$ cat config.mk
export PLATFORM = sky130hd
export DESIGN_NAME = mini_aes_block_cipher
export DESIGN_NICKNAME = d
export VERILOG_FILES = /design/src/hw/rtl/mab_pkg.sv /design/src/hw/rtl/mini_aes_block_cipher.sv
export SDC_FILE = /design/constraint.sdc
export NUM_CORES = 1
export LEC_CHECK = 0
export BUFFER_PORTS_ARGS = -buffer_cell sky130_fd_sc_hd__buf_2
export CAP_MARGIN = 0
export CORE_MARGIN = 4
export CORE_UTILIZATION = 48
export DETAILED_ROUTE_END_ITERATION = 7
export PLACE_DENSITY = 0.74
export SETUP_SLACK_MARGIN = 0.15
export SLEW_MARGIN = 15
export SYNTH_ARGS = -nofsm -noshare
export SYNTH_HDL_FRONTEND = slang
export SYNTH_SLANG_ARGS = --single-unit
export TNS_END_PERCENT = 30
$ cat constraint.sdc
create_clock -name clk -period 4.2 [get_ports clk]
set_input_delay 0.84 -clock clk [delete_from_list [all_inputs] [get_ports clk]]
set_output_delay 0.84 -clock clk [all_outputs]
set_load 0.005 [all_outputs]
$ cat src/hw/rtl/mab_pkg.sv
`default_nettype none

package mab_pkg;

	localparam int BlkW = 16;
	localparam int NibW = 4;
	localparam logic [NibW-1:0] Rcon1 = 4'b0001;
	localparam logic [NibW-1:0] Rcon2 = 4'b0010;
	localparam logic [NibW-1:0] GfRed = 4'b0011;

	typedef logic [BlkW-1:0] blk_t;
	typedef logic [NibW-1:0] nib_t;

	typedef enum logic {
		MODE_ENC = 1'b0,
		MODE_DEC = 1'b1
	} mode_t;

	typedef struct packed {
		blk_t k0;
		blk_t k1;
		blk_t k2;
	} rkeys_t;

	function automatic nib_t sbox_fwd(input nib_t x);
		nib_t y;
		case (x)
			4'h0: y = 4'hE;
			4'h1: y = 4'h4;
			4'h2: y = 4'hD;
			4'h3: y = 4'h1;
			4'h4: y = 4'h2;
			4'h5: y = 4'hF;
			4'h6: y = 4'hB;
			4'h7: y = 4'h8;
			4'h8: y = 4'h3;
			4'h9: y = 4'hA;
			4'hA: y = 4'h6;
			4'hB: y = 4'hC;
			4'hC: y = 4'h5;
			4'hD: y = 4'h9;
			4'hE: y = 4'h0;
			default: y = 4'h7;
		endcase
		return y;
	endfunction

	function automatic nib_t sbox_inv(input nib_t x);
		nib_t y;
		case (x)
			4'h0: y = 4'hE;
			4'h1: y = 4'h3;
			4'h2: y = 4'h4;
			4'h3: y = 4'h8;
			4'h4: y = 4'h1;
			4'h5: y = 4'hC;
			4'h6: y = 4'hA;
			4'h7: y = 4'hF;
			4'h8: y = 4'h7;
			4'h9: y = 4'hD;
			4'hA: y = 4'h9;
			4'hB: y = 4'h6;
			4'hC: y = 4'hB;
			4'hD: y = 4'h2;
			4'hE: y = 4'h0;
			default: y = 4'h5;
		endcase
		return y;
	endfunction

	function automatic nib_t gf_mul2(input nib_t x);
		return {x[2:0], 1'b0} ^ (x[3] ? GfRed : 4'h0);
	endfunction

	function automatic nib_t gf_mul3(input nib_t x);
		return gf_mul2(x) ^ x;
	endfunction

	function automatic blk_t sub_fwd(input blk_t b);
		return {sbox_fwd(b[15:12]), sbox_fwd(b[11:8]), sbox_fwd(b[7:4]), sbox_fwd(b[3:0])};
	endfunction

	function automatic blk_t sub_inv(input blk_t b);
		return {sbox_inv(b[15:12]), sbox_inv(b[11:8]), sbox_inv(b[7:4]), sbox_inv(b[3:0])};
	endfunction

	// swap nibbles 1 and 3
	function automatic blk_t shift_row(input blk_t b);
		return {b[15:12], b[3:0], b[7:4], b[11:8]};
	endfunction

	function automatic blk_t mix_column(input blk_t b);
		nib_t a0;
		nib_t a1;
		nib_t a2;
		nib_t a3;
		a0 = b[15:12];
		a1 = b[11:8];
		a2 = b[7:4];
		a3 = b[3:0];
		return {gf_mul3(a0) ^ gf_mul2(a1), gf_mul2(a0) ^ gf_mul3(a1),
			gf_mul3(a2) ^ gf_mul2(a3), gf_mul2(a2) ^ gf_mul3(a3)};
	endfunction

	function automatic blk_t next_rkey(input blk_t k, input nib_t rc);
		nib_t w0;
		nib_t w1;
		nib_t w2;
		nib_t w3;
		w0 = k[15:12] ^ sbox_fwd(k[3:0]) ^ rc;
		w1 = k[11:8] ^ w0;
		w2 = k[7:4] ^ w1;
		w3 = k[3:0] ^ w2;
		return {w0, w1, w2, w3};
	endfunction

	function automatic rkeys_t derive_keys(input blk_t key);
		rkeys_t rk;
		rk.k0 = key;
		rk.k1 = next_rkey(rk.k0, Rcon1);
		rk.k2 = next_rkey(rk.k1, Rcon2);
		return rk;
	endfunction

	function automatic blk_t encrypt(input blk_t b, input rkeys_t rk);
		blk_t n;
		n = sub_fwd(b ^ rk.k0);
		n = mix_column(shift_row(n)) ^ rk.k1;
		n = shift_row(sub_fwd(n)) ^ rk.k2;
		return n;
	endfunction

	function automatic blk_t decrypt(input blk_t b, input rkeys_t rk);
		blk_t n;
		n = sub_inv(shift_row(b ^ rk.k2)) ^ rk.k1;
		n = sub_inv(shift_row(mix_column(n))) ^ rk.k0;
		return n;
	endfunction

endpackage

`default_nettype wire

$ cat src/hw/rtl/mini_aes_block_cipher.sv
// an accepted input block is held in the input register, then its result in the result register on the master side
// throughput: one block per cycle while the master side accepts; input register, one cipher pass, result register
// round keys are held in registers, recomputed on each key write
// reset: asynchronous, active low; both stages empty, key and round keys of key zero
`default_nettype none

module mini_aes_block_cipher (
	input  wire logic                 clk,
	input  wire logic                 arst_n,
	input  wire logic                 cfg_wr_en,
	input  wire logic [15:0]          cfg_wr_data,   // cipher_key
	input  wire logic                 s_axis_tvalid,
	output      logic                 s_axis_tready,
	input  wire mab_pkg::blk_t        s_axis_tdata,  // [15:0] data_block
	input  wire logic                 s_axis_tuser,  // [0] mode
	input  wire logic                 s_axis_tlast,  // last_in
	output      logic                 m_axis_tvalid,
	input  wire logic                 m_axis_tready,
	output      mab_pkg::blk_t        m_axis_tdata,  // [15:0] result_block
	output      logic                 m_axis_tlast   // last_out
);
	import mab_pkg::*;

	rkeys_t rkeys_q;

	logic  valid_s1;
	blk_t  blk_s1;
	mode_t mode_s1;
	logic  last_s1;

	logic  valid_s2;
	blk_t  result_s2;
	logic  last_s2;

	logic  s_fire;
	logic  adv_s1;
	blk_t  result_d;

	assign adv_s1        = !valid_s2 || m_axis_tready;
	assign s_axis_tready = !valid_s1 || adv_s1;
	assign s_fire        = s_axis_tvalid && s_axis_tready;

	always_comb begin
		if (mode_s1 == MODE_DEC) begin
			result_d = decrypt(blk_s1, rkeys_q);
		end else begin
			result_d = encrypt(blk_s1, rkeys_q);
		end
	end

	always_ff @(posedge clk or negedge arst_n) begin
		if (!arst_n) begin
			rkeys_q <= derive_keys(16'h0000);
		end else if (cfg_wr_en) begin
			rkeys_q <= derive_keys(cfg_wr_data);
		end
	end

	always_ff @(posedge clk or negedge arst_n) begin
		if (!arst_n) begin
			valid_s1 <= 1'b0;
			valid_s2 <= 1'b0;
		end else begin
			if (s_axis_tready) begin
				valid_s1 <= s_axis_tvalid;
			end
			if (adv_s1) begin
				valid_s2 <= valid_s1;
			end
		end
	end

	always_ff @(posedge clk) begin
		if (s_fire) begin
			blk_s1  <= s_axis_tdata;
			mode_s1 <= mode_t'(s_axis_tuser);
			last_s1 <= s_axis_tlast;
		end
		if (adv_s1 && valid_s1) begin
			result_s2 <= result_d;
			last_s2   <= last_s1;
		end
	end

	assign m_axis_tvalid = valid_s2;
	assign m_axis_tdata  = result_s2;
	assign m_axis_tlast  = last_s2;

	// input side stalls only when both stages hold blocks and the output is stalled
	a_stall_full: assert property (@(posedge clk) disable iff (!arst_n)
		!s_axis_tready |-> (valid_s1 && valid_s2 && !m_axis_tready))
		else $error("input stalled with a free stage");

	a_fire_fills: assert property (@(posedge clk) disable iff (!arst_n)
		s_fire |=> valid_s1)
		else $error("accepted block lost in stage 1");

	a_s1_hold: assert property (@(posedge clk) disable iff (!arst_n)
		(valid_s1 && !adv_s1) |=> (valid_s1 && $stable(blk_s1) && $stable(last_s1)))
		else $error("stage 1 changed while blocked");

	a_s2_fill: assert property (@(posedge clk) disable iff (!arst_n)
		(valid_s1 && adv_s1) |=> valid_s2)
		else $error("block dropped between stages");

endmodule

`default_nettype wire
==> impl_results.md, run 1 <==
* Hold crit path type: flop to flop
* Setup Skew at 0.00572 ns
* Outcome: finished clean
* EDFF count, synth at 35
* TritonRoute pass-1 iters at 5
* FF+latch count, synth at 85
* Via density at 5.65
* Routed length per placed instance at 16.9 um
* Final std cell area, no fill at 0.00925 sq mm
* Largest net degree at the start of global routing at 37
* Share of cells above drive strength 1 at 0.253
* I/O pin count at 58
* Antenna Nets Post-Route at 0
* Final worst path period share at 0.925
* Chip width at 137 um
* Type of origin of the critical path: flop
* Worst Hold Launch: last_s1
* Cells after Synth at 808
* Max-Cap Viols at 0
* Number of port buffers at 57
* First-pass GRT wire length at 30.3 mm
* Sink Count at 85
* Final Critical Period at 3.88 ns
* Leading cell types in the layout, fill and taps excluded: 101 x xnor2_1, 71 x xor2_1, 67 x nor2_1, 57 x buf_2, 46 x a21oi_1
* R2r startpoint: rkeys_q[13]
* Cell area after synthesis at 0.00800 sq mm
* CTS buffer count at 9
* Async SR Flop Fraction at 0.588
* Synth Net Count at 876
* Vias at 6305
* CTS Root Cell: clkbuf_16
* WP data arrival at 3.98 ns
* GRT Total Usage at 0.203
* Area Overhead vs Synth at 15.6%
* Reg clk slew, reported paths at 0.06 ns
* Layout net count at 963
* # placed instances at 1091
* Slew margin rel. at 0.301
* RePlAce Congestion at 0.925
* Yosys warns at 0
* Commonest non-fill, non-tap cell in the layout: xnor2_1
* Std-Cell Rows at 46
* Diodes inserted at 0
* Htree depth at 3
* Total routed wirelength at 18.9 mm
* # DRC at 0
* Starting DRT DRC Count at 501
* RSZ-0062 raised after global routing: yes
* Register-to-register setup slack at 0.32 ns
* CTS tree: yes
* Max-slew violations at 0
* Hold depth at 0
* Critical path class: flop to flop
* GR Overflow Total at 0
* Max Buffers Root-to-Sink at 2
* Placeable Area at 0.0161 sq mm
* Cells on worst reg2reg path at 13
* Dpl cell area at 0.00872 sq mm
* Die Height at 137 um
* Synth Area per Inst at 9.90 sq um
* Final setup TNS at 0 ns
* Yosys cell types at 70
* Final HPWL DP at 14.0 mm
* Most used DFF post-synth: edfxtp_1
* CP Launch Point: rkeys_q[13]
* F_max at 258 MHz
* Initial antenna violation count at 0
* Filler instances at 1409
* Starting Density at 0.497
* WP data required at 4.30 ns
* Non-Filler Instances at 1116
* Worst slew pin tran at 1.05 ns
* Final hold violation count at 0
* Post-synthesis sequential area ratio at 0.291
* Die ar. at 0.0188 sq mm
* Final Setup Violations at 0
* Worst Setup End Kind: flop
* Clk Latency, worst-skew pair at 0.34 ns
* Max FO, Critical Path at 4
* Vias in the first global route at 5859
[synthesized netlist by cell type (7+ instances only)]
cell / count / area, sq um
o21ai_0: 18 / 90.1
nand3_1: 14 / 70.1
nand4_1: 7 / 43.8
mux2i_1: 36 / 360
xor2_1: 75 / 657
ha_1: 29 / 363
dfstp_2: 24 / 631
nand2b_1: 7 / 43.8
edfxtp_1: 35 / 1050
xnor2_2: 14 / 228
xnor2_1: 107 / 937
nor3_1: 25 / 125
a211oi_1: 13 / 97.6
dfrtp_1: 26 / 651
nor2b_1: 8 / 50.1
xnor3_1: 15 / 338
inv_1: 32 / 120
mux2_2: 38 / 428
a21oi_1: 46 / 230
clkbuf_1: 16 / 60.1
nor4_1: 7 / 43.8
nor2_1: 67 / 251
nand2_1: 33 / 124
[state kept, by name, summed over array words and instances (netlist names)]
register	flops
blk_s1	16
last_s1	1
m_axis_tdata	16
m_axis_tlast	1
m_axis_tvalid	1
mode_s1	1
rkeys_q	48
valid_s1	1
[worst max-delay path, cell delays in order, from the launching register on]
cell      delay [ns]
dfstp_2         0.60
xnor2_4         0.15
inv_2           0.08
ha_1            0.27
a21oi_1         0.17
a21oi_1         0.14
a211oi_4        0.34
xnor2_4         0.19
xnor3_2         0.33
ha_1            0.33
mux2i_1         0.14
mux2i_1         0.11
or4_1           0.53
a31o_1          0.24
[metrics by stage]
| stage | setup slack (ns) | hold slack (ns) | util |
|---|---|---|---|
| 2_1_floorplan | 0.297 | 0.400 | - |
| 3_3_place_gp | 0.125 | 0.402 | 0.541 |
| 3_5_place_dp | 0.0379 | 0.409 | 0.541 |
| 4_1_cts | 0.165 | 0.426 | 0.560 |
| 5_1_grt | 0.0947 | 0.446 | 0.574 |
| 6_report | 0.317 | 0.424 | 0.574 |
[layout make-up]
type	instances	area (sq um)	area share
well taps	216	270	0.0292
clock inverters	3	16.3	0.00176
flip-flops and latches	85	2330	0.252
repair buffers	99	601	0.0649
multi-input cells	665	5620	0.607
inverters	35	131	0.0142
clock buffers	13	282	0.0304
[layer usage]
metal / routed length (um) / GRT usage / vias up
li1: - / - / 3054
met1: 9070 / 0.303 / 3042
met2: 8500 / 0.311 / 187
met3: 1050 / 0.0294 / 22
met4: 243 / 0.0493 / 0
met5: 0 / 0 / -
[final timing paths]
check / end
setup / recovery: m_axis_tdata[3]
hold / removal: m_axis_tlast
setup reg to reg: m_axis_tdata[3]
hold reg to reg: m_axis_tlast
max in group asynchronous: rkeys_q[5]
min in group asynchronous: rkeys_q[40]
[what timing repair did]
action                     CTS  global route
buffers inserted             1             8
hold endpoints to repair     0             0
pin swaps                    3             9
hold buffers                 0             0
resized for setup            2            24
setup endpoints to repair    1            11
[cell families (layout without fill, tap and decap cells)]
family	Yosys count	in the layout	share of synthesized area
buf+inv	58	150	0.0277
mux	75	75	0.101
fa+ha+maj	30	30	0.0466
compound gates	144	144	0.123
xor+xnor	219	219	0.289
flops	85	85	0.291
simple gates	197	197	0.120
Power of run 1 is left out: the tool's default activity adds up to more than one toggle a clock period on the data nets, which glitch-free logic cannot reach.
==> run 2, diff against run 1 <==
--- a/config.mk
+++ b/config.mk
@@ -8,9 +8,9 @@
 export BUFFER_PORTS_ARGS = -buffer_cell sky130_fd_sc_hd__buf_2
 export CAP_MARGIN = 0
 export CORE_MARGIN = 4
-export CORE_UTILIZATION = 48
+export CORE_UTILIZATION = 54
 export DETAILED_ROUTE_END_ITERATION = 7
-export PLACE_DENSITY = 0.74
+export PLACE_DENSITY = 0.81
 export SETUP_SLACK_MARGIN = 0.15
 export SLEW_MARGIN = 15
 export SYNTH_ARGS = -nofsm -noshare
==> impl_results.md, run 2 (same netlist as run 1, synthesis figures left out) <==
* Outcome: finished clean
* Metal3 WL at 1.09 mm
* WP data required at 4.29 ns
* Final HPWL DP at 13.6 mm
* Worst path cell trace: xnor2_4 -> inv_2 -> ha_1 -> o32a_1 -> o21ai_2 -> xnor3_1 -> xnor3_2 -> ha_1 -> mux2i_1 -> mux2i_1 -> or4_1 -> a31o_1
* CP max-delay cell: or4_1
* Total routed wirelength at 19.0 mm
* Max Used Layer: met4
* Most flops, register: rkeys_q
* GRT Total Usage at 0.225
* Initial antenna violation count at 0
* F_max at 255 MHz
* Placeable Area at 0.0145 sq mm
* Slew margin rel. at 0.240
* Vias in the first global route at 5931
* Via density at 5.87
* Leading cell types in the layout, fill and taps excluded: 102 x xnor2_1, 69 x xor2_1, 67 x nor2_1, 57 x buf_2, 45 x a21oi_1
* Final Setup Violations at 0
* Antenna Nets Post-Route at 0
* Area Overhead vs Synth at 14.8%
* Chip width at 130 um
* WP data arrival at 4.01 ns
* Total routed wire length on the met1 layer at 9.00 mm
* CTS buffer count at 9
* Max reg flops at 48
* Starting Density at 0.551
* First-pass GRT wire length at 30.0 mm
* Die Height at 130 um
* Setup Skew at 0.00702 ns
* RePlAce Congestion at 0.929
* Cells on worst reg2reg path at 12
* Share of cells above drive strength 1 at 0.250
* Worst Hold End: m_axis_tlast
* TritonRoute pass-1 iters at 5
* # DRC at 0
* CTS tree: yes
* Post-Route Utilization at 0.632
* Routed length per placed instance at 17.6 um
* GR Overflow Total at 0
* R2r startpoint: blk_s1[13]
* Post-CTS Hold Buffers at 0
* Largest net degree at the start of global routing at 58
* Max stage delay on crit path at 0.52 ns
* Worst Setup End Kind: flop
* Max-Cap Viols at 0
* Worst slew pin tran at 1.14 ns
* Sink Count at 85
* Starting DRT DRC Count at 654
* Clk Latency, worst-skew pair at 0.35 ns
* Reg clk slew, reported paths at 0.06 ns
* Met2 wire len at 8.60 mm
* Commonest non-fill, non-tap cell in the layout: xnor2_1
* Register-to-register setup slack at 0.28 ns
* Htree depth at 3
* Std-Cell Rows at 44
* Vias at 6341
* I/O pin count at 58
* Hold crit path type: flop to flop
* CTS Root Cell: clkbuf_16
* Hold depth at 0
* Filler instances at 1153
* Final Critical Period at 3.92 ns
* Diodes inserted at 0
* Critical path class: flop to flop
* RSZ-0062 raised after global routing: yes
* Final worst path period share at 0.933
* Layout net count at 959
* Final setup TNS at 0 ns
* RR Endpoint: m_axis_tdata[3]
* Max FO, Critical Path at 5
* Type of origin of the critical path: flop
* Final hold violation count at 0
* Worst Hold Launch: last_s1
* Max-slew violations at 0
* Die ar. at 0.0168 sq mm
* Max Buffers Root-to-Sink at 2
* Number of port buffers at 57
[run 2: cell count changes in the layout (fill, tap and decap cells not counted), moves of 2 or more]
cell	change
xnor2_2	-4
clkbuf_8	-2
xor2_1	-2
inv_4	+3
clkinv_1	+2
buf_4	-4
xnor2_4	+3
[run 2: what timing repair did]
action,CTS,global route
setup buffers,0,9
pin swaps,4,10
hold endpoints to repair,0,0
gates resized for setup,2,29
setup endpoints to repair,1,12
[run 2: how the worst max path moves through the flow]
| stage | endpoint | slack (ns) | from |
|---|---|---|---|
| finish | m_axis_tdata[3] | 0.28 | blk_s1[13] |
| global route | m_axis_tdata[13] | 0.03 | blk_s1[13] |
| CTS | m_axis_tdata[3] | 0.17 | blk_s1[2] |
| detailed placement | m_axis_tdata[3] | 0.06 | blk_s1[12] |
| global placement | rkeys_q[13] | 0.20 | cfg_wr_data[0] |
| floorplan | m_axis_tdata[3] | 0.30 | blk_s1[12] |
[run 2: metrics by stage]
stage	cells	hold slack (ns)	instance area [sq um]	setup slack, ns
after floorplan	808	0.400	8000	0.297
after global placement	1055	0.403	8650	0.196
after detailed placement	1055	0.415	8650	0.0569
after CTS	1071	0.430	8920	0.166
after global routing	1080	0.438	9190	0.0308
final	1080	0.425	9190	0.283
[run 2: worst max-delay path: cells and delay by family (launching register included)]
kind / cells / cell delay, ns
adder cells (fa/ha/maj): 2 / 0.51
XOR/XNOR: 3 / 1.00
flip-flops: 1 / 0.50
multiplexers: 2 / 0.25
AO/OA/AOI/OAI: 3 / 0.75
AND/OR/NAND/NOR: 1 / 0.52
buffers and inverters: 1 / 0.10
[run 2: cell type report]
class / instances / area, sq um / share of cell area
multi-input cells: 665 / 5660 / 0.616
flip-flops and latches: 85 / 2330 / 0.254
repair buffers: 95 / 571 / 0.0621
well taps: 184 / 230 / 0.0251
clock buffers: 9 / 225 / 0.0245
inverters: 35 / 131 / 0.0143
clock inverters: 7 / 37.5 / 0.00408
[run 2: per-layer routing]
metal	vias to the layer above	GRT usage
met3	30	0.0344
met4	0	0.0617
met5	-	0
met1	3042	0.328
li1	3053	-
met2	216	0.349
Power of run 2 is left out for the same reason.
